<file path="src/hw/rtl/battery_level_monitor_defines.svh">
// assertion helpers for the battery level monitor
`ifndef BATTERY_LEVEL_MONITOR_DEFINES_SVH
`define BATTERY_LEVEL_MONITOR_DEFINES_SVH

// condition holds in the same cycle
`define BLM_ASSERT_HOLDS(label, clk, rst_n, ante, cons) \
    label: assert property (@(posedge clk) disable iff (!rst_n) (ante) |-> (cons)) \
        else $error("battery_level_monitor assertion failed");

// condition holds in the following cycle
`define BLM_ASSERT_NEXT(label, clk, rst_n, ante, cons) \
    label: assert property (@(posedge clk) disable iff (!rst_n) (ante) |=> (cons)) \
        else $error("battery_level_monitor assertion failed");

`endif

</file>
<file path="src/hw/rtl/blm_pkg.sv">
package blm_pkg;

    localparam int WINDOW_DEPTH_DEF = 4;

    localparam int MV_W    = 13;
    localparam int LEVEL_W = 7;
    localparam int BSTATE_W = 2;
    localparam int PADDR_W = 3;
    localparam int PDATA_W = 32;

    localparam logic [MV_W-1:0] MV_LOW  = 13'd3200;
    localparam logic [MV_W-1:0] MV_STEP = 13'd100;
    localparam int SOC_STEPS = 10;

    localparam logic [LEVEL_W-1:0] LEVEL_MAX = 7'd100;
    localparam logic [LEVEL_W-1:0] THRESHOLD_RST = 7'd5;
    localparam logic [7:0] REPORTED_LEVEL_RST = 8'd255;
    localparam logic [2:0] REPORTED_STATE_NONE = 3'd7;

    // register word index taken from paddr[2]
    localparam logic REG_CHANGE_THRESHOLD = 1'b0;

    localparam logic CMD_SAMPLE = 1'b0;
    localparam logic CMD_WAKE   = 1'b1;

    localparam logic [1:0] CHG_ACTIVE = 2'd1;
    localparam logic [1:0] CHG_FULL   = 2'd2;

    localparam logic [BSTATE_W-1:0] BS_IDLE     = 2'd0;
    localparam logic [BSTATE_W-1:0] BS_CHARGING = 2'd1;
    localparam logic [BSTATE_W-1:0] BS_FULL     = 2'd2;
    localparam logic [BSTATE_W-1:0] BS_ERROR    = 2'd3;

    localparam logic [LEVEL_W-1:0] SOC_TABLE [SOC_STEPS] =
        '{7'd0, 7'd2, 7'd4, 7'd8, 7'd15, 7'd30, 7'd50, 7'd70, 7'd90, 7'd100};

    typedef struct packed {
        logic            cmd;
        logic [MV_W-1:0] sample_mv;
        logic            read_ok;
        logic            charger_valid;
        logic [1:0]      charge_status;
    } blm_in_t;

    typedef struct packed {
        logic [LEVEL_W-1:0]  level_percent;
        logic [BSTATE_W-1:0] battery_state;
    } blm_out_t;

    typedef struct packed {
        logic            start;
        logic [MV_W-1:0] mv;
    } seq_ctrl_t;

    typedef struct packed {
        logic            busy;
        logic            done;
        logic [MV_W-1:0] mean;
    } seq_stat_t;

    // table entry at or below the mean, saturating at both ends
    function automatic logic [LEVEL_W-1:0] soc_level(input logic [MV_W-1:0] mean);
        logic [3:0]      idx;
        logic [MV_W-1:0] thr;
        idx = 4'd0;
        for (int k = 1; k < SOC_STEPS; k++)
        begin
            thr = MV_W'(int'(MV_LOW) + k * int'(MV_STEP));
            if (mean >= thr)
            begin
                idx = 4'(k);
            end
        end
        return SOC_TABLE[idx];
    endfunction

endpackage

</file>
<file path="src/hw/rtl/blm_window.sv">
module blm_window #(
    parameter int WINDOW_DEPTH = blm_pkg::WINDOW_DEPTH_DEF
) (
    input  logic                                                   clk,
    input  logic                                                   wr_en,
    input  logic [(WINDOW_DEPTH > 1 ? $clog2(WINDOW_DEPTH) : 1)-1:0] wr_addr,
    input  logic [blm_pkg::MV_W-1:0]                               wr_data,
    input  logic [(WINDOW_DEPTH > 1 ? $clog2(WINDOW_DEPTH) : 1)-1:0] rd_addr,
    output logic [blm_pkg::MV_W-1:0]                               rd_data
);

    logic [blm_pkg::MV_W-1:0] mem [WINDOW_DEPTH];

    always_ff @(posedge clk)
    begin
        if (wr_en)
        begin
            mem[wr_addr] <= wr_data;
        end
        rd_data <= mem[rd_addr];
    end

endmodule

</file>
<file path="src/hw/rtl/blm_seq.sv">
module blm_seq #(
    parameter int WINDOW_DEPTH = blm_pkg::WINDOW_DEPTH_DEF
) (
    input  logic                  clk,
    input  logic                  rst_n,
    input  blm_pkg::seq_ctrl_t    ctrl,
    output blm_pkg::seq_stat_t    stat
);

    localparam int IDX_W  = WINDOW_DEPTH > 1 ? $clog2(WINDOW_DEPTH) : 1;
    localparam int FILL_W = $clog2(WINDOW_DEPTH + 1);
    localparam int SUM_W  = blm_pkg::MV_W + $clog2(WINDOW_DEPTH);
    localparam int CNT_W  = $clog2(SUM_W + 1);

    localparam logic [FILL_W-1:0] FILL_MAX = FILL_W'(WINDOW_DEPTH);
    localparam logic [IDX_W-1:0]  WP_LAST  = IDX_W'(WINDOW_DEPTH - 1);
    localparam logic [CNT_W-1:0]  CNT_LAST = CNT_W'(SUM_W - 1);

    localparam logic [1:0] S_IDLE = 2'd0;
    localparam logic [1:0] S_SUM  = 2'd1;
    localparam logic [1:0] S_DIV  = 2'd2;
    localparam logic [1:0] S_DONE = 2'd3;

    logic [1:0]        state_reg, state_next;
    logic [IDX_W-1:0]  wp_reg, wp_next;
    logic [FILL_W-1:0] fill_reg, fill_next;
    logic [FILL_W-1:0] idx_reg, idx_next;
    logic              issue_reg, issue_next;
    logic [CNT_W-1:0]  cnt_reg, cnt_next;
    logic [SUM_W-1:0]  acc_reg, acc_next;
    logic [FILL_W-1:0] rem_reg, rem_next;

    logic                     wr_en;
    logic [blm_pkg::MV_W-1:0] rd_data;
    logic [FILL_W:0]          trial;
    logic [SUM_W-1:0]         alu_a;
    logic [SUM_W-1:0]         alu_b;
    logic                     alu_sub;
    logic [SUM_W:0]           alu_res;

    assign wr_en = ctrl.start && (state_reg == S_IDLE);

    blm_window #(
        .WINDOW_DEPTH (WINDOW_DEPTH)
    ) u_window (
        .clk     (clk),
        .wr_en   (wr_en),
        .wr_addr (wp_reg),
        .wr_data (ctrl.mv),
        .rd_addr (idx_reg[IDX_W-1:0]),
        .rd_data (rd_data)
    );

    // shared add/subtract unit: accumulate in sum, trial subtract in divide
    assign trial = {rem_reg, acc_reg[SUM_W-1]};

    always_comb
    begin
        if (state_reg == S_DIV)
        begin
            alu_a   = SUM_W'(trial);
            alu_b   = SUM_W'(fill_reg);
            alu_sub = 1'b1;
        end
        else
        begin
            alu_a   = acc_reg;
            alu_b   = SUM_W'(rd_data);
            alu_sub = 1'b0;
        end
    end

    assign alu_res = alu_sub ? ({1'b0, alu_a} - {1'b0, alu_b})
                             : ({1'b0, alu_a} + {1'b0, alu_b});

    always_comb
    begin
        state_next = state_reg;
        wp_next    = wp_reg;
        fill_next  = fill_reg;
        idx_next   = idx_reg;
        issue_next = 1'b0;
        cnt_next   = cnt_reg;
        acc_next   = acc_reg;
        rem_next   = rem_reg;
        case (state_reg)
            S_IDLE:
            begin
                if (ctrl.start)
                begin
                    wp_next    = (wp_reg == WP_LAST) ? '0 : wp_reg + 1'b1;
                    fill_next  = (fill_reg == FILL_MAX) ? fill_reg : fill_reg + 1'b1;
                    idx_next   = '0;
                    acc_next   = '0;
                    state_next = S_SUM;
                end
            end
            S_SUM:
            begin
                if (issue_reg)
                begin
                    acc_next = alu_res[SUM_W-1:0];
                end
                if (idx_reg < fill_reg)
                begin
                    issue_next = 1'b1;
                    idx_next   = idx_reg + 1'b1;
                end
                else if (!issue_reg)
                begin
                    rem_next   = '0;
                    cnt_next   = '0;
                    state_next = S_DIV;
                end
            end
            S_DIV:
            begin
                if (alu_res[SUM_W])
                begin
                    rem_next = trial[FILL_W-1:0];
                    acc_next = {acc_reg[SUM_W-2:0], 1'b0};
                end
                else
                begin
                    rem_next = alu_res[FILL_W-1:0];
                    acc_next = {acc_reg[SUM_W-2:0], 1'b1};
                end
                cnt_next = cnt_reg + 1'b1;
                if (cnt_reg == CNT_LAST)
                begin
                    state_next = S_DONE;
                end
            end
            S_DONE:
            begin
                state_next = S_IDLE;
            end
            default:
            begin
                state_next = S_IDLE;
            end
        endcase
    end

    always_ff @(posedge clk or negedge rst_n)
    begin
        if (!rst_n)
        begin
            state_reg <= S_IDLE;
            wp_reg    <= '0;
            fill_reg  <= '0;
            issue_reg <= 1'b0;
        end
        else
        begin
            state_reg <= state_next;
            wp_reg    <= wp_next;
            fill_reg  <= fill_next;
            issue_reg <= issue_next;
        end
    end

    always_ff @(posedge clk)
    begin
        idx_reg <= idx_next;
        cnt_reg <= cnt_next;
        acc_reg <= acc_next;
        rem_reg <= rem_next;
    end

    assign stat.busy = (state_reg != S_IDLE);
    assign stat.done = (state_reg == S_DONE);
    assign stat.mean = acc_reg[blm_pkg::MV_W-1:0];

endmodule

</file>
<file path="src/hw/rtl/battery_level_monitor.sv">
// a good sample reaches evaluation after the window sum and the bit-per-cycle
// divider; a read error goes to evaluation straight from its beat; either gives
// a registered result only when a report is due
// flow: one item at a time; a waiting result holds the item in eval
// reset: empty window, next sample reported, threshold 5
module battery_level_monitor #(
    parameter int WINDOW_DEPTH = blm_pkg::WINDOW_DEPTH_DEF
) (
    input  logic                          clk,
    input  logic                          rst_n,
    input  logic                          psel,
    input  logic                          penable,
    input  logic                          pwrite,
    input  logic [blm_pkg::PADDR_W-1:0]   paddr,
    input  logic [blm_pkg::PDATA_W-1:0]   pwdata,
    output logic [blm_pkg::PDATA_W-1:0]   prdata,
    output logic                          pready,
    input  logic                          item_valid,
    output logic                          item_ready,
    input  blm_pkg::blm_in_t              item,
    output logic                          result_valid,
    input  logic                          result_ready,
    output blm_pkg::blm_out_t             result
);

`include "battery_level_monitor_defines.svh"

    localparam logic [1:0] T_IDLE = 2'd0;
    localparam logic [1:0] T_RUN  = 2'd1;
    localparam logic [1:0] T_EVAL = 2'd2;

    logic [1:0]                      state_reg, state_next;
    logic [blm_pkg::LEVEL_W-1:0]     thr_reg;
    logic                            force_reg, force_next;
    logic [7:0]                      rep_level_reg, rep_level_next;
    logic [2:0]                      rep_state_reg, rep_state_next;
    logic [blm_pkg::BSTATE_W-1:0]    bstate_reg, bstate_next;
    logic                            err_reg, err_next;
    logic [blm_pkg::MV_W-1:0]        mean_reg, mean_next;
    logic                            result_valid_reg, result_valid_next;
    blm_pkg::blm_out_t               result_reg, result_next;

    blm_pkg::seq_ctrl_t              ctrl;
    blm_pkg::seq_stat_t              stat;

    logic                            item_fire;
    logic                            cfg_write;
    logic [blm_pkg::LEVEL_W-1:0]     level;
    logic [7:0]                      diff;
    logic                            report;
    logic                            can_load;
    logic [blm_pkg::BSTATE_W-1:0]    chg_state;

    assign pready     = 1'b1;
    assign cfg_write  = psel && penable && pwrite && pready;
    assign prdata     = (paddr[2] == blm_pkg::REG_CHANGE_THRESHOLD)
                        ? blm_pkg::PDATA_W'(thr_reg) : '0;

    assign item_ready = (state_reg == T_IDLE);
    assign item_fire  = item_valid && item_ready;

    assign ctrl.start = item_fire && (item.cmd == blm_pkg::CMD_SAMPLE) && item.read_ok;
    assign ctrl.mv    = item.sample_mv;

    blm_seq #(
        .WINDOW_DEPTH (WINDOW_DEPTH)
    ) u_seq (
        .clk   (clk),
        .rst_n (rst_n),
        .ctrl  (ctrl),
        .stat  (stat)
    );

    always_comb
    begin
        chg_state = blm_pkg::BS_IDLE;
        if (item.charger_valid)
        begin
            if (item.charge_status == blm_pkg::CHG_ACTIVE)
            begin
                chg_state = blm_pkg::BS_CHARGING;
            end
            else if (item.charge_status == blm_pkg::CHG_FULL)
            begin
                chg_state = blm_pkg::BS_FULL;
            end
        end
    end

    // report decision
    assign level    = err_reg ? '0 : blm_pkg::soc_level(mean_reg);
    assign diff     = ({1'b0, level} > rep_level_reg) ? ({1'b0, level} - rep_level_reg)
                                                      : (rep_level_reg - {1'b0, level});
    assign report   = force_reg || (diff >= {1'b0, thr_reg})
                      || ({1'b0, bstate_reg} != rep_state_reg);
    assign can_load = !result_valid_reg || result_ready;

    always_comb
    begin
        state_next        = state_reg;
        force_next        = force_reg;
        rep_level_next    = rep_level_reg;
        rep_state_next    = rep_state_reg;
        bstate_next       = bstate_reg;
        err_next          = err_reg;
        mean_next         = mean_reg;
        result_next       = result_reg;
        result_valid_next = result_valid_reg && !result_ready;
        case (state_reg)
            T_IDLE:
            begin
                if (item_fire)
                begin
                    if (item.cmd == blm_pkg::CMD_WAKE)
                    begin
                        force_next = 1'b1;
                    end
                    else if (!item.read_ok)
                    begin
                        err_next    = 1'b1;
                        bstate_next = blm_pkg::BS_ERROR;
                        state_next  = T_EVAL;
                    end
                    else
                    begin
                        err_next    = 1'b0;
                        bstate_next = chg_state;
                        state_next  = T_RUN;
                    end
                end
            end
            T_RUN:
            begin
                if (stat.done)
                begin
                    mean_next  = stat.mean;
                    state_next = T_EVAL;
                end
            end
            T_EVAL:
            begin
                if (can_load)
                begin
                    if (report)
                    begin
                        result_next.level_percent = level;
                        result_next.battery_state = bstate_reg;
                        result_valid_next         = 1'b1;
                        rep_level_next            = {1'b0, level};
                        rep_state_next            = {1'b0, bstate_reg};
                        force_next                = 1'b0;
                    end
                    state_next = T_IDLE;
                end
            end
            default:
            begin
                state_next = T_IDLE;
            end
        endcase
    end

    always_ff @(posedge clk or negedge rst_n)
    begin
        if (!rst_n)
        begin
            state_reg        <= T_IDLE;
            thr_reg          <= blm_pkg::THRESHOLD_RST;
            force_reg        <= 1'b1;
            rep_level_reg    <= blm_pkg::REPORTED_LEVEL_RST;
            rep_state_reg    <= blm_pkg::REPORTED_STATE_NONE;
            result_valid_reg <= 1'b0;
        end
        else
        begin
            state_reg        <= state_next;
            force_reg        <= force_next;
            rep_level_reg    <= rep_level_next;
            rep_state_reg    <= rep_state_next;
            result_valid_reg <= result_valid_next;
            if (cfg_write && (paddr[2] == blm_pkg::REG_CHANGE_THRESHOLD))
            begin
                thr_reg <= pwdata[blm_pkg::LEVEL_W-1:0];
            end
        end
    end

    always_ff @(posedge clk)
    begin
        bstate_reg <= bstate_next;
        err_reg    <= err_next;
        mean_reg   <= mean_next;
        result_reg <= result_next;
    end

    assign result_valid = result_valid_reg;
    assign result       = result_reg;

    `BLM_ASSERT_HOLDS(a_ready_seq_idle, clk, rst_n, item_ready, !stat.busy)
    `BLM_ASSERT_HOLDS(a_done_in_run, clk, rst_n, stat.done, state_reg == T_RUN)
    `BLM_ASSERT_NEXT(a_report_loads, clk, rst_n, (state_reg == T_EVAL) && can_load && report, result_valid && (result.level_percent == $past(level)))
    `BLM_ASSERT_HOLDS(a_level_range, clk, rst_n, result_valid, result.level_percent <= blm_pkg::LEVEL_MAX)

endmodule

</file>
<file path="config.mk">
export PLATFORM = sky130hd
export DESIGN_NAME = battery_level_monitor
export DESIGN_NICKNAME = d
export VERILOG_FILES = /design/src/hw/rtl/blm_pkg.sv /design/src/hw/rtl/blm_window.sv /design/src/hw/rtl/blm_seq.sv /design/src/hw/rtl/battery_level_monitor.sv
export VERILOG_INCLUDE_DIRS = /design/src /design/src/hw/rtl
export SDC_FILE = /design/constraint.sdc
export NUM_CORES = 1
export LEC_CHECK = 0
export BUFFER_PORTS_ARGS = -buffer_cell sky130_fd_sc_hd__buf_2
export CAP_MARGIN = 15
export CORE_UTILIZATION = 30
export DETAILED_ROUTE_END_ITERATION = 8
export GPL_ROUTABILITY_DRIVEN = 1
export SYNTH_ARGS = -nofsm -noshare
export SYNTH_HDL_FRONTEND = slang
export SYNTH_SLANG_ARGS = --single-unit
</file>
<file path="constraint.sdc">
create_clock -name clk -period 5.5 [get_ports clk]
set_input_delay 0.275 -clock clk [delete_from_list [all_inputs] [get_ports clk]]
set_output_delay 0.275 -clock clk [all_outputs]
set_load 0.01 [all_outputs]
</file>
## Yosys cells after proc, flatten, opt, wreduce, memory -nomap -nowiden

Memories as Yosys holds them, arrays and structs flattened. A register that Yosys moved wholly into a read port is not among the register bits.
Cells that the tools add are included.

- Register bits: 80
- Latch bits: 0
- Bits in writable memories: 52
- Memory bits (read-only): 112
- Input port bits: 60
- Output and inout bits: 44
- Memories: 2

- Add/sub/neg operators: 8
- Multipliers: 0
- Div/mod/pow operators: 0
- $lt $le $gt $ge: 13
- Equal/unequal tests: 23
- Shifts and indexed selects: 0
- Mux-type cells: 60
- Bitwise gates (word level): 4
- Reductions and logical operators: 30

Memory list:

| name | depth | width | read ports | clocked after Yosys merged registers in | write ports | RTL line | text |
|---|---|---|---|---|---|---|---|
| (no name shown) | 16 | 7 | 1 | 0 | 0 | blm_pkg.sv:74 | `return SOC_TABLE[idx];` |
| u_seq.u_window.mem | 4 | 13 | 1 | 1 | 1 | blm_window.sv:12 | `logic [blm_pkg::MV_W-1:0] mem [WINDOW_DEPTH];` |

Operators by type and width:

| cell | number |
|---|---|
| greater-or-equal comparator 13 x 12 -> 1 bit, second input constant | 8 |
| two-way mux 15 bit | 3 |
| one-hot mux 15 bit (3 select lines) | 1 |
| two-way mux 4 bit | 10 |
| two-way mux 7 bit | 4 |
| two-way mux 2 bit | 13 |
| AND reduction 3 bit | 6 |
| adder 15 x 13 -> 16 bit | 1 |
| two-way mux 16 bit | 1 |
| subtractor 15 x 13 -> 16 bit | 1 |
| two-way mux 1 bit | 15 |
| two-way mux 3 bit | 5 |
| inequality test 2 bit, second input constant | 7 |
| greater-or-equal comparator 13 bit, second input constant | 1 |
| two-way mux 13 bit | 1 |
| one-hot mux 3 bit (2 select lines) | 2 |
| equality test 2 bit, second input constant | 5 |
| inequality test 2 x 1 -> 1 bit, second input constant | 5 |
| greater-or-equal comparator 8 x 7 -> 1 bit | 1 |
| greater-than comparator 7 x 8 -> 1 bit | 1 |
| logical AND 1 bit | 8 |
| two-way mux 8 bit | 1 |
| one-hot mux 2 bit (4 select lines) | 1 |
| one-hot mux 4 bit (2 select lines) | 1 |
| other kinds (23) | 36 |

## Depth between registers and ports, before layout

Gate-level depths: netlist (run 1).

- Word-level depth: 23
- Mapped depth: 25
- Gate-level depth less buffers: 23

## Cells and area by module

A second synthesis (run 1) with hierarchy kept.

- Cell total of the unflattened synthesis: 714
- Area, all modules: 8192.9 um^2

By module, submodules not included:

| module | times used | cells an instance | area an instance (um^2) |
|---|---|---|---|
| battery_level_monitor | 1 | 301 | 3065.4 |
| blm_seq | 1 | 329 | 2954.1 |
| blm_window | 1 | 84 | 2173.3 |

## Least setup slack after synthesis (run 1)

OpenSTA, ideal clock, no wires.

- Path type: register to register
- From: register mean_reg[3] in the netlist's numbering
- To: register result_reg (netlist bit result[0]) (enable)
- Setup time: 278 ps
- Arrival: 5342 ps
- Required time: 5222 ps
- Slack: -120 ps
- Stages on the path, launching flop included: 23
- Path buffers: 2
- Clock period less this slack: 5620 ps
- Cells stage by stage: edfxtp_1 -> or4_1 -> o31ai_1 -> nor2b_1 -> nor2b_1 -> nand3b_1 -> inv_1 -> ha_1 -> buf_6 -> a21oi_4 -> o21ai_4 -> a211o_2 -> and3_1 -> a311o_1 -> a2111oi_0 -> nor3b_1 -> ha_1 -> a2111oi_0 -> nand3_1 -> a311o_1 -> o2111ai_2 -> buf_6 -> inv_1

- Cells in the longest elaborated chain, start to end: 21
- Elaborated cells on any way between the ends: 31
- Those cells by class: 2 x add/sub; 11 x order compare; 13 x mux; 1 x bitwise; 3 x reduce/logical; 1 x memory

RTL lines:

| element | RTL line | text |
|---|---|---|
| start: declaration | battery_level_monitor.sv:39 | `logic [blm_pkg::MV_W-1:0] mean_reg, mean_next;` |
| start signal: assignment | battery_level_monitor.sv:192 | `mean_reg <= mean_next;` |
| greater-or-equal comparator 13 x 12 -> 1 bit | blm_pkg.sv:69 | `if (mean >= thr)` |
| two-way mux 1 bit | blm_pkg.sv:69 |  |
| two-way mux 4 bit (7 in series) | blm_pkg.sv:69 |  |
| two-way mux 4 bit (*) | blm_pkg.sv:69 |  |
| inverter 4 -> 5 bit (not written as such) (*) | blm_pkg.sv:74 |  |
| memory read (16 x 7 bit) (*) | -- |  |
| two-way mux 7 bit (not written as such) (*) (2 in series) | blm_pkg.sv:74 |  |
| two-way mux 7 bit (*) | battery_level_monitor.sv:91 | `assign level = err_reg ? '0 : blm_pkg::soc_level(mean_reg);` |
| via level, one bit | battery_level_monitor.sv:48 | `logic [blm_pkg::LEVEL_W-1:0] level;` |
| subtractor 8 x 7 -> 8 bit (tied with other cells) | battery_level_monitor.sv:93 | `: (rep_level_reg - {1'b0, level});` |
| two-way mux 8 bit (*) | battery_level_monitor.sv:92 | `assign diff = ({1'b0, level} > rep_level_reg) ? ({1'b0, level} - rep_level_reg)` |
| greater-or-equal comparator 8 x 7 -> 1 bit (*) | battery_level_monitor.sv:94 | `assign report = force_reg \|\| (diff >= {1'b0, thr_reg})` |
| logical OR 1 bit (*) | battery_level_monitor.sv:94 |  |
| logical OR 1 bit (*) | battery_level_monitor.sv:95 | `\|\| ({1'b0, bstate_reg} != rep_state_reg);` |
| AND reduction 3 bit (no line) (*) | -- |  |
| end signal: assignment | battery_level_monitor.sv:193 | `result_reg <= result_next;` |
| end: declaration | battery_level_monitor.sv:41 | `blm_pkg::blm_out_t result_reg, result_next;` |

The timed path passes the listed nets; every way through them passes the cells marked *. The select of a mux whose other input is x is not followed.
A chain may end at the register's enable or synchronous reset.

## Final worst setup path (run 1)

- From: register mean_reg[2] in the netlist's numbering
- To: register rep_level_reg[5]

- Cells in the longest elaborated chain, start to end: 21
- Elaborated cells on any way between the ends: 31
- Those cells by class: 2 x add/sub; 11 x order compare; 13 x mux; 1 x bitwise; 3 x reduce/logical; 1 x memory

RTL lines:

| element | RTL line | text |
|---|---|---|
| greater-or-equal comparator 13 x 12 -> 1 bit | blm_pkg.sv:69 |  |
| two-way mux 1 bit | blm_pkg.sv:69 |  |
| two-way mux 4 bit (7 in series) | blm_pkg.sv:69 |  |
| two-way mux 4 bit (*) | blm_pkg.sv:69 |  |
| inverter 4 -> 5 bit (not written as such) (*) | blm_pkg.sv:74 |  |
| memory read (16 x 7 bit) (*) | -- |  |
| two-way mux 7 bit (not written as such) (*) (2 in series) | blm_pkg.sv:74 |  |
| two-way mux 7 bit (*) | battery_level_monitor.sv:91 |  |
| via level, one bit | battery_level_monitor.sv:48 |  |
| subtractor 8 x 7 -> 8 bit (tied with other cells) | battery_level_monitor.sv:93 |  |
| two-way mux 8 bit (*) | battery_level_monitor.sv:92 |  |
| greater-or-equal comparator 8 x 7 -> 1 bit (*) | battery_level_monitor.sv:94 |  |
| logical OR 1 bit (*) | battery_level_monitor.sv:94 |  |
| logical OR 1 bit (*) | battery_level_monitor.sv:95 |  |
| AND reduction 3 bit (no line) (*) | -- |  |
| end signal: assignment | battery_level_monitor.sv:170 | `rep_level_reg <= blm_pkg::REPORTED_LEVEL_RST;` |
| end signal: assignment | battery_level_monitor.sv:178 | `rep_level_reg <= rep_level_next;` |
| end: declaration | battery_level_monitor.sv:35 | `logic [7:0] rep_level_reg, rep_level_next;` |

Marks and branches as above.

==> results of run 1 <==
area by class of cell:
type | instances | area share [%]
clock buffer | 18 | 4.378
clock inverter | 14 | 1.251
inverter | 42 | 1.647
multi-input combinational | 473 | 39.38
sequential | 142 | 40.86
tap | 335 | 4.276
timing repair buffer | 116 | 8.208
metal layers:
metal	track usage, %	share of wire [%]	vias to the layer above
li1	-	-	2670
met1	14.67	47	2515
met2	20.33	49	87
met3	2.822	3.1	14
met4	3.628	1.0	0
met5	0	0	-
metrics by stage:
stage | total power, mW | cell area, sq um | worst slack, ps | TNS (ps) | std cells
after floorplan | 4.117 | 8125 | 0.2052 | 0 | 701
after global placement | 4.855 | 8887 | -149.8 | -1912 | 1088
after detailed placement | 4.893 | 8887 | -248.7 | -3566 | 1088
after CTS | 6.156 | 9683 | -160.2 | -2417 | 1135
after global routing | 6.719 | 9802 | -427.8 | -7720 | 1140
final | 6.202 | 9802 | -153.6 | -2260 | 1140
power by group:
part           total, mW  internal (mW)  switching [mW]
clock               1.08          0.592           0.484
sequential          1.81           1.54           0.265
combinational       3.32           1.62            1.70
total               6.20           3.75            2.45
critical path, cell delays in order, from the launching register on:
cell	delay, ps
edfxtp_1	430
or4_4	560
o31ai_4	300
nor2b_4	200
nor2b_4	160
nand3b_1	110
inv_1	100
ha_2	310
a21oi_4	170
o21ai_4	80
a211o_2	350
and3_4	180
a311o_1	360
a2111oi_4	310
nor3b_2	90
ha_1	310
a2111oi_2	300
nand3_1	110
a311o_1	330
o2111ai_4	240
buf_12	150
buf_8	120
mux2_4	290
kinds of logic (layout without fill, tap and decap cells):
family          after synthesis  count (layout)
compound gates              133             133
simple gates                192             192
other cells                   2              26
xor+xnor                     25              25
buf+inv                      86             190
fa+ha+maj                    56              56
mux                          41              41
flops                       142             142
cells in the mapped netlist (all sizes together), types with 9 or more instances:
master and instances:
edfxtp 100, ha 53, nor2 44, inv 42
nand2 37, buf 32, o21ai 27, a21oi 25
nor2b 20, mux2 18, xnor2 17, dfrtp 16
nand3 16, and2 13, dfstp 13, dfxtp 13
mux4 13, clkbuf 12, nand2b 12, nor3 12
mux2i 10, o21a 10, a21o 9, a22oi 9
layout by cell type, fill, tap and decap left out, types with 5 or more instances in the layout:
master | synthesis | final
dfrtp_1 | 16 | 16
xnor2_1 | 17 | 17
o21ai_0 | 25 | 22
ha_1 | 53 | 49
nand3_1 | 16 | 14
mux2_2 | 14 | 11
nand2_1 | 35 | 35
buf_2 | 0 | 50
nor2_1 | 44 | 43
nor2b_1 | 20 | 18
a21oi_1 | 23 | 21
nand3b_1 | 5 | 5
conb_1 | 2 | 26
dfxtp_1 | 13 | 13
a22oi_1 | 9 | 9
nor3_1 | 12 | 11
nand2b_1 | 12 | 12
xor2_1 | 8 | 8
clkbuf_16 | 0 | 17
mux2_4 | 4 | 7
and2_1 | 13 | 12
and3_1 | 8 | 7
buf_4 | 26 | 58
o21a_1 | 10 | 10
mux4_2 | 13 | 13
a21o_1 | 7 | 7
dfstp_2 | 13 | 13
mux2i_1 | 10 | 9
inv_1 | 42 | 40
edfxtp_1 | 100 | 100
a21boi_0 | 5 | 5
path summary, 6_finish.rpt:
kind / from / endpoint / slack (ps) / depth (start not counted)
max in group asynchronous: rst_n / u_seq.fill_reg[1] / 4570 / 2
worst min register to register: u_seq.acc_reg[10] / mean_reg[10] / 500 / 0
worst max register to register: mean_reg[2] / rep_level_reg[5] / -150 / 22
min in group asynchronous: rst_n / thr_reg[3] / 460 / 2
worst min-delay path: item[10] / u_seq.u_window.mem[1][6] / 60 / 1
worst max-delay path: mean_reg[2] / rep_level_reg[5] / -150 / 22
what timing repair did:
item	CTS	global route
endpoints found under the setup margin	20	21
gates resized for setup	23	16
pin swaps	17	8
setup buffers	14	5
endpoints found under the hold margin	16	0
gates cloned	0	0
hold buffers	1	0
==> results.md, run 1 <==
- The global router's overall resource usage is around an eighth.
- The combined flip-flop and latch cell area is around 4000 sq um.
- The count of flip-flops with a built-in enable after synthesis is 100.
- Global routing finished with a remaining overflow of 0.
- The category of the worst setup path launch point is a register.
- Summed over all nets, the half-perimeter wirelength after detailed placement is approximately 11000 um.
- At the end of routability-driven placement, the weighted congestion stood at ~0.79.
- The power density over the cells is 632.7 nW/um^2.
- The checks that failed: negative setup slack.
- Timing would allow up to 0.1769 GHz.
- For the worst setup path, the data required time is a little under 6000 ps.
- In this run the deepest clock path goes through 2 buffers.
- The die covers roughly 27000 sq um.
- The maximum fanout along the worst path is 5.
- After synthesis, the mean cell area works out to approximately 12 sq um.
- Entering global routing, the biggest net connects 42 pins.
- The number of remaining DRC errors is 0.
- edfxtp_1 takes more of the synthesized area than any other cell.
- The initial utilization of the core area, before any placement, comes to slightly above 30%.
- Setup repair after global routing could not meet its margin everywhere.
- The worst voltage drop across the vdd grid is roughly 0.22 mV.
- The final route contains 5286 vias.
- In this run the tightest slew margin relative to its limit is roughly a third.
- The via count normalized by instance count is approximately 4.6.
- The flow ran to the end, but the final reports show violations.
- The routed wire length is between 15000 and 20000 um.
- The total count of max-transition violations in the final report was 0.
- The critical path is of the reg2reg type.
- For the pin with the worst max-slew slack, the measured transition is 980.3 ps.
- After clock tree synthesis, the clock-pin slew on the worst setup and hold paths is about 70 ps.
- Counting the fill cells in the layout gives 2514.
- Setup violations remaining at the end of the flow were counted as 18.
- The antenna diode instance count is 0.
- The cell chosen for the clock root is clkbuf_16.
- For this run, the share of the core covered by cells in the final layout is 37.61%.
- The number of primary I/O pins is around 100.
- The number of library cell types mapped by synthesis is 76.
- Summing the areas of all compound-gate instances in the mapped netlist gives ~12% of the synthesized area.
- The via count of the first global-routing pass is between 5000 and 6000.
- The combinational family with the most area after synthesis is simple AND/OR/NAND/NOR gates.
- In the post-route analysis, the smallest setup slack over all paths is -153.6 ps.
- The average detailed-routed wire length per instance is between 10 and 15 um.
- The critical path capture point type is a register.
- Between clock sinks in the finished design, the worst skew comes to 13.31 ps.
- The area growth from synthesis to layout is 22.75%.
- The CTS sink count is 142.
- For the worst setup path, the data arrival time is approximately 6000 ps.
- The number of flip-flops in the largest register is between 50 and 60.
- The count of buffers added on input and output ports is 50.
- Yosys attributes the largest share of cell area to edfxtp_1, ha_1, dfrtp_1.
- In the synthesized netlist, the number of instances is 677.
- The die extent in y is 165.1 um.
- The net count reported at finish is 908.
- Hold timing on the final database bottoms out at a slack of a little over 60 ps.
- After layout, the minimum clock period comes to around 5700 ps.
- The post-route netlist has 30.19% of its cells at a drive strength greater than 1.
- The count of routing violations after the opening detailed-route iteration is around 230.
- The portion of the clock cycle consumed by the worst path in the final layout is 102.8%.
- The worst hold path belongs to the class in2reg.
- Measured along the x axis, the die boundary spans 165.1 um.
- The first global-routing pass estimated 25210 um of wire.
- The count of nets left with antenna violations once routing finished came out at 0.
- The later-pin clock latency in the skew report is 420 ps.
- The multi-input logic area is approximately 3900 sq um.
- The clock tree from TritonCTS is done.
- The sequential fraction of the synthesis area is approximately 50%.
- The post-synthesis xor/xnor area fraction is between 2 and 3%.
- The standard-cell row count is 59.
- The dominant synthesized flop cell is edfxtp_1.
- The fraction of synthesis flops using an asynchronous set or reset pin is just over 20%.
- The Yosys step of the flow raised 0 warnings.
- The area inside the core boundary is 26060 sq um.
- After Yosys synthesis, and, or, nand and nor cells account for around 13% of the synthesized area.
- The synthesis-stage register bit count is roughly 140.
- The fraction of the mapped netlist area in adder cells is around 9.1%.
- The mapped netlist covers ~8000 sq um.
- The pre-antenna-repair detailed-routing pass consisted of 7 iterations.
- The count of endpoints failing hold in the final timing report is 0.
- The proportion of synthesized area in mux cells is under 10%.
- The number of H-tree levels is 4.
- The number of antenna violations at the first check in global routing is 0.
- The share of the synthesized area in the top cell type is a little under two fifths.
- TritonCTS created 17 clock buffers.
- Summed over all cells, the static leakage comes to 3.913 nW.
- Max-cap violations in this run came to 0.
(Power assumes the default switching activity.)
==> inputs of run 2 (changes only) <==
--- a/config.mk
+++ b/config.mk
@@ -11,6 +11,8 @@
 export CORE_UTILIZATION = 30
 export DETAILED_ROUTE_END_ITERATION = 8
 export GPL_ROUTABILITY_DRIVEN = 1
+export SKIP_CTS_REPAIR_TIMING = 1
 export SYNTH_ARGS = -nofsm -noshare
 export SYNTH_HDL_FRONTEND = slang
 export SYNTH_SLANG_ARGS = --single-unit
+export TNS_END_PERCENT = 30
==> results.md, run 2 (synthesized netlist as in run 1, its figures left out) <==
- TritonCTS built the clock tree.
- The power density over the cells is ~620 nW/um^2.
- In the routed layout, each cell is associated on average with a via count of roughly 4.6.
- The worst hold-check slack is 62.21 ps.
- Setup violations remaining at the end of the flow were counted as 20.
- Broken down by cell family, the worst path's largest delay share belongs to compound AO/OA/AOI/OAI gates.
- In the final layout, the multi-input gates occupy 3895 sq um.
- Of the available clock period, the critical path in the final layout requires 103.6%.
- The initial utilization of the core area, before any placement, comes to a little under a third.
- The final antenna-violating net count is 0.
- The standard-cell row count is 59.
- For the final database, setup skew stands at about 13 ps.
- Cell internal power was estimated by the tool at roughly 3.7 mW.
- The number of remaining DRC errors is 0.
- The total count of max-transition violations in the final report is 0.
- The final reports fail on negative setup slack.
- Cells fill roughly 38% of the core in the end.
- The slowest cell on the critical path is edfxtp_1.
- The count of routing violations after the opening detailed-route iteration is 195.
- STA puts the critical path data required time at about 5900 ps.
- The number of H-tree levels is 4.
- The register with the most flip-flops in the layout has 52 of them.
- Dividing the detail-routed wire length by the instance count gives roughly 14 um.
- The fraction of layout cells with a size suffix above 1 is 30.82%.
- At the later pin of the worst-skew pair, clock insertion delay measures between 400 and 500 ps.
- The cell leakage power is ~3.9 nW.
- The repair_antennas step left the layout with diodes totalling 0.
- The maximum number of pins on one net before global-route repair is 42.
- The via count of the first global-routing pass came to 5092.
- The final critical path time including I/O delays and setup is between 5000 and 6000 ps.
- The synthesis-to-layout area growth is 23.49%.
- The routed layout has 5312 vias.
- The worst setup path is of the reg2reg kind.
- In this run, flip-flops and latches consume 29.3% of the power.
- Summing all flip-flop and latch instances after layout gives 4005 sq um.
- Clock-pin slew was measured on the worst setup and hold paths at 70 ps.
- The post-layout instance area is about 9900 sq um.
- The relative contribution of the clock network to total power is 17.5%.
- The cell chosen for the clock root is clkbuf_16.
- The slew at the pin closest to its max-slew limit is 977.9 ps.
- The count of endpoints failing hold in the final timing report was 0.
- The tool flagged a number of max-cap violations equal to 0.
- No sink is reached through more buffers than the 2 on the longest clock path.
- The final weighted congestion in routability-driven placement is around 0.79.
- The final worst slack is -200.6 ps.
- For this run the aggregate overflow at the end of global routing stands at 0.
- The CTS sink count is around 140.
- The category of the worst setup path launch point is a register.
- The path category of the worst min-delay check is in2reg.
- Based on the critical path, the design can be clocked at up to 0.1754 GHz.
- The routed wire length is 15640 um.
- The first TritonRoute pass finished after 7 iterations.
- Together, buffers and inverters on the worst path number 5.
- Once placement finished, the instance area stood at 8887 sq um.
- Counting tap cells, the placed design contains a total of about 1100 instances.
- The switching share of total power is roughly two fifths.
- For this design the total switching power over the nets is between 2 and 2.5 mW.
- Across the VDD grid, the largest voltage drop is roughly 0.22 mV.
- The most common cell after layout, fill and taps aside is edfxtp_1.
- Combinational logic burns about 53% of the power.
- The relative max-transition margin is a little over a third.
- The worst stage delay on the critical path is approximately 480 ps.
- Buffers inserted during clock tree synthesis total 17.
- The maximum fanout along the worst path is 5.
- The flow ran to the end, but the final reports show violations.
- The first global-routing pass estimated about 25000 um of wire.
- The number of antenna violations at the first check in global routing is 0.
- After the flow finishes, the layout carries non-filler instances totaling ~1100.
- The count of input and output buffers is 50.
- After legalization and detailed placement, the total HPWL measured 10920 um.
- The die extent in y is 165.1 um.
- The overall die width is 165.1 um.
- The net count of the finished layout is 911.
- 104 I/O pins were placed.
- The full die area is 27270 sq um.
- The filler cell count in the final layout is between 2000 and 3000.
- Global routing used a little under an eighth of the available tracks.
- The critical path capture point type is a register.
- In the layout the commonest cells are edfxtp_1, buf_4, ha_1, buf_2, nor2_1.
- Setup repair after global routing could not meet its margin everywhere.
- STA puts the critical path data arrival time at between 6000 and 7000 ps.
- The core region is approximately 26000 sq um.
-- run 2: changes by cell type in the layout (fill, tap and decap cells not counted), moves of 2 or more --
cell | previous run | this run
nor3_1 | 11 | 9
buf_4 | 58 | 61
o21ai_0 | 22 | 20
nor3_2 | 1 | 3
-- run 2: worst reg2reg max path, stage by stage, from the launching register on --
cell and delay (ps):
edfxtp_1 480, buf_4 200, nor3_2 120, nand2_1 110, buf_4 160, o31ai_4 230
nor2b_4 190, nor2b_2 190, nand3b_1 120, inv_1 120, ha_4 230, a21oi_4 180
o21ai_4 80, buf_6 120, a211oi_4 280, o21ai_1 110, a311o_1 370, a2111oi_4 370
nor3b_2 80, ha_1 300, a2111oi_2 290, nand3_1 100, a311o_1 330, o2111ai_4 330
clkbuf_16 220, mux2_4 290
-- run 2: cell type report --
cell class	instances	area share, %
clock buffers	18	4.352
clock inverters	14	1.244
inverters	42	1.637
multi-input cells	473	39.50
flip-flops and latches	142	40.62
well taps	335	4.251
repair buffers	119	8.400
-- run 2: power by group through the flow --
stage                     clock, mW  sequential, mW  combinational (mW)
after floorplan                   0            1.72                2.40
after global placement            0            1.81                3.04
after detailed placement          0            1.82                3.07
after CTS                      1.10            1.81                3.09
after global routing           1.14            1.85                3.67
final                          1.08            1.80                3.27
-- run 2: stage by stage --
step | power (mW) | setup TNS (ps) | worst slack [ps]
floorplan | 4.117 | 0 | 0.2052
global placement | 4.855 | -1912 | -149.8
detailed placement | 4.893 | -3566 | -248.7
CTS | 6.001 | -4168 | -278.3
global route | 6.663 | -9574 | -511.2
finish | 6.152 | -3151 | -200.6
-- run 2: worst paths after layout --
check,start,to,slack [ps],depth (start not counted)
max in group asynchronous,rst_n,u_seq.fill_reg[1],4600,2
max,mean_reg[6],rep_level_reg[1],-200,25
min,item[10],u_seq.u_window.mem[1][6],60,1
max reg2reg,mean_reg[6],rep_level_reg[1],-200,25
min in group asynchronous,rst_n,thr_reg[4],450,2
min reg2reg,u_seq.acc_reg[6],mean_reg[6],490,0
-- run 2: routing by layer --
metal | share of wire (%) | track usage (%) | up-vias | routed length, um
met2 | 49 | 19.67 | 87 | 7630
li1 | - | - | 2676 | -
met5 | 0 | 0 | - | 0
met1 | 47 | 14.50 | 2535 | 7375
met4 | 0.98 | 3.628 | 0 | 153
met3 | 3.1 | 2.822 | 14 | 480
==> inputs of run 3 (changes only) <==
--- a/config.mk
+++ b/config.mk
@@ -11,6 +11,7 @@
 export CORE_UTILIZATION = 30
 export DETAILED_ROUTE_END_ITERATION = 8
 export GPL_ROUTABILITY_DRIVEN = 1
+export HOLD_SLACK_MARGIN = 0.1
 export SKIP_CTS_REPAIR_TIMING = 1
 export SYNTH_ARGS = -nofsm -noshare
 export SYNTH_HDL_FRONTEND = slang
==> results.md, run 3 (synthesized netlist as in run 1, its figures left out) <==
- The run finished, with violations left.
- The final reports fail on negative setup slack.
- Data on the critical path is required at its endpoint by approximately 5900 ps.
- After detailed routing, the number of remaining DRC violations is 0.
- The standard-cell row count is 59.
- Summed over all nets, the half-perimeter wirelength after detailed placement is ~11000 um.
- After detailed routing, the average wire length per cell comes to between 10 and 15 um.
- The power density over the cells is just over 600 nW/um^2.
- The fraction of layout cells with a size suffix above 1 is a little under a third.
- The number of H-tree levels is 4.
- The CTS sink count is between 100 and 150.
- The full die area is roughly 27000 sq um.
- Setup violations remaining at the end of the flow were counted as 20.
- At the pin with the least slew margin, the transition time is ~970 ps.
- The register with the most flip-flops in the layout has 52 of them.
- Derived from the worst setup path, the maximum achievable clock frequency is around 0.18 GHz.
- Summed over all layers, the global routing overflow is 0.
- The worst hold-check slack is about 110 ps.
- The arrival time reported for the critical path endpoint is approximately 6100 ps.
- The finished layout holds 1162 standard cells, fillers aside.
- The worst hold path belongs to the class in2reg.
- For this run, the post-layout net count is slightly above 900.
- The count of endpoints failing hold in the final timing report was 0.
- For this design the static power due to leakage is just over 4 nW.
- The die extent in y is around 170 um.
- In the post-route analysis, the smallest setup slack over all paths is -203.1 ps.
- Headroom to the max-slew limit came out at a little over a third.
- TritonCTS built the clock tree.
- The library cell used most frequently in the layout, excluding fill and tap cells, is edfxtp_1.
- The worst register-to-register path has a depth of 25.
- The count of max-cap constraint violations is 0.
- The critical path capture point type is a register.
- The largest single stage delay on the critical path is 480 ps.
- Before CTS, the worst setup slack after placement is -248.7 ps.
- The top cell types in the final layout, fill and taps aside, are edfxtp_1, buf_4, ha_1, buf_2, nor2_1.
- The number of antenna violations at the first check in global routing was 0.
- The antenna diode instance count is 0.
- The total count of max-transition violations in the final report was 0.
- Setup repair after global routing could not meet its margin everywhere.
- The worst setup path is of the reg2reg kind.
- After layout, the design draws a total of a little over 6 mW.
- The clock-pin slew on the worst setup and hold paths is ~60 ps.
- The worst-case clock buffer depth is 2.
- In this run the remaining antenna-violating nets after routing total 0.
- Once placement completed, the tool counted placed cells totaling approximately 1100.
- The count of routing violations after the opening detailed-route iteration is about 180.
- The area inside the core boundary is roughly 26000 sq um.
- The final critical path time including I/O delays and setup is roughly 5700 ps.
- The detailed router placed about 5400 vias in this run.
- Input and output buffers added on the ports amount to 50.
- The overall die width is approximately 170 um.
- The via count of the first global-routing pass is around 5100.
- The routed wire length is approximately 16000 um.
- The clock tree skew after final layout is roughly 14 ps.
- Entering global routing, the biggest net connects 42 pins.
- For this design the top-level I/O count stands at roughly 100.
- In the finished design, the share of the clock period the worst path needs comes to 103.7%.
- TritonCTS created 17 clock buffers.
- After detailed routing, the number of vias per cell comes to roughly 4.6.
- The starting density of the core is 30.64%.
- The count of cells along the worst hold path is 2.
- The worst setup path is launched from a register.
- At the later pin of the worst-skew pair, clock insertion delay measures around 420 ps.
- The number of optimization iterations in the first detailed-route pass is 6.
- VDD sags by at most ~0.22 mV.
- The cell chosen for the clock root is clkbuf_16.
- The first global-routing pass estimated 24670 um of wire.
- The synthesis-to-layout area growth is 25.87%.
- The slowest stage of the critical path belongs to the cell edfxtp_1.
- The final weighted congestion in routability-driven placement is 0.7882.
- The maximum fanout along the worst path is 5.
- Global routing used 11.62% of the available tracks across all layers.
-- run 3: cell count changes in the layout (fill, tap and decap cells not counted), sizes merged --
cell         change
dlygate4sd3     +19
-- run 3: layout make-up --
cell class | count | area (sq um)
well taps | 335 | 419.2
inverters | 42 | 161.4
clock buffers | 18 | 429.2
multi-input cells | 473 | 3895
fillers | 2499 | 16010
repair buffers | 138 | 1018
clock inverters | 14 | 122.6
flip-flops and latches | 142 | 4005
-- run 3: worst max-delay path, delay by kind of cell (launching register included) --
family / cells / cell delay, ps
AND/OR/NAND/NOR: 7 / 910
adder cells (fa/ha/maj): 2 / 530
buffers and inverters: 5 / 820
AO/OA/AOI/OAI: 10 / 2570
flip-flops: 1 / 480
multiplexers: 1 / 290
-- run 3: report_power, final --
part / internal (mW) / switching, mW
Combinational: 1.59 / 1.70
Sequential: 1.54 / 0.261
Clock: 0.592 / 0.486
Total: 3.72 / 2.44
-- run 3: final timing paths --
check / from / end / slack, ps
setup / recovery: mean_reg[6] / rep_level_reg[1] / -200
hold / removal: pwdata[5] / thr_reg[5] / 110
setup reg to reg: mean_reg[6] / rep_level_reg[1] / -200
hold reg to reg: u_seq.acc_reg[6] / mean_reg[6] / 490
max in group asynchronous: rst_n / u_seq.fill_reg[1] / 4590
min in group asynchronous: rst_n / thr_reg[4] / 460
-- run 3: routing by layer --
| layer | track usage [%] | wire length [um] | up-vias |
|---|---|---|---|
| met4 | 3.628 | 158 | 0 |
| met2 | 19.67 | 7774 | 83 |
| li1 | - | - | 2712 |
| met3 | 2.822 | 445 | 14 |
| met1 | 14.50 | 7457 | 2562 |
| met5 | 0 | 0 | - |
-- run 3: metrics by stage --
stage	area [sq um]	util [%]	TNS, ps
after floorplan	8125	-	0
after global placement	8887	34.10	-1912
after detailed placement	8887	34.10	-3566
after CTS	9439	36.22	-4168
after global routing	10050	38.57	-9574
final	10050	38.57	-3203
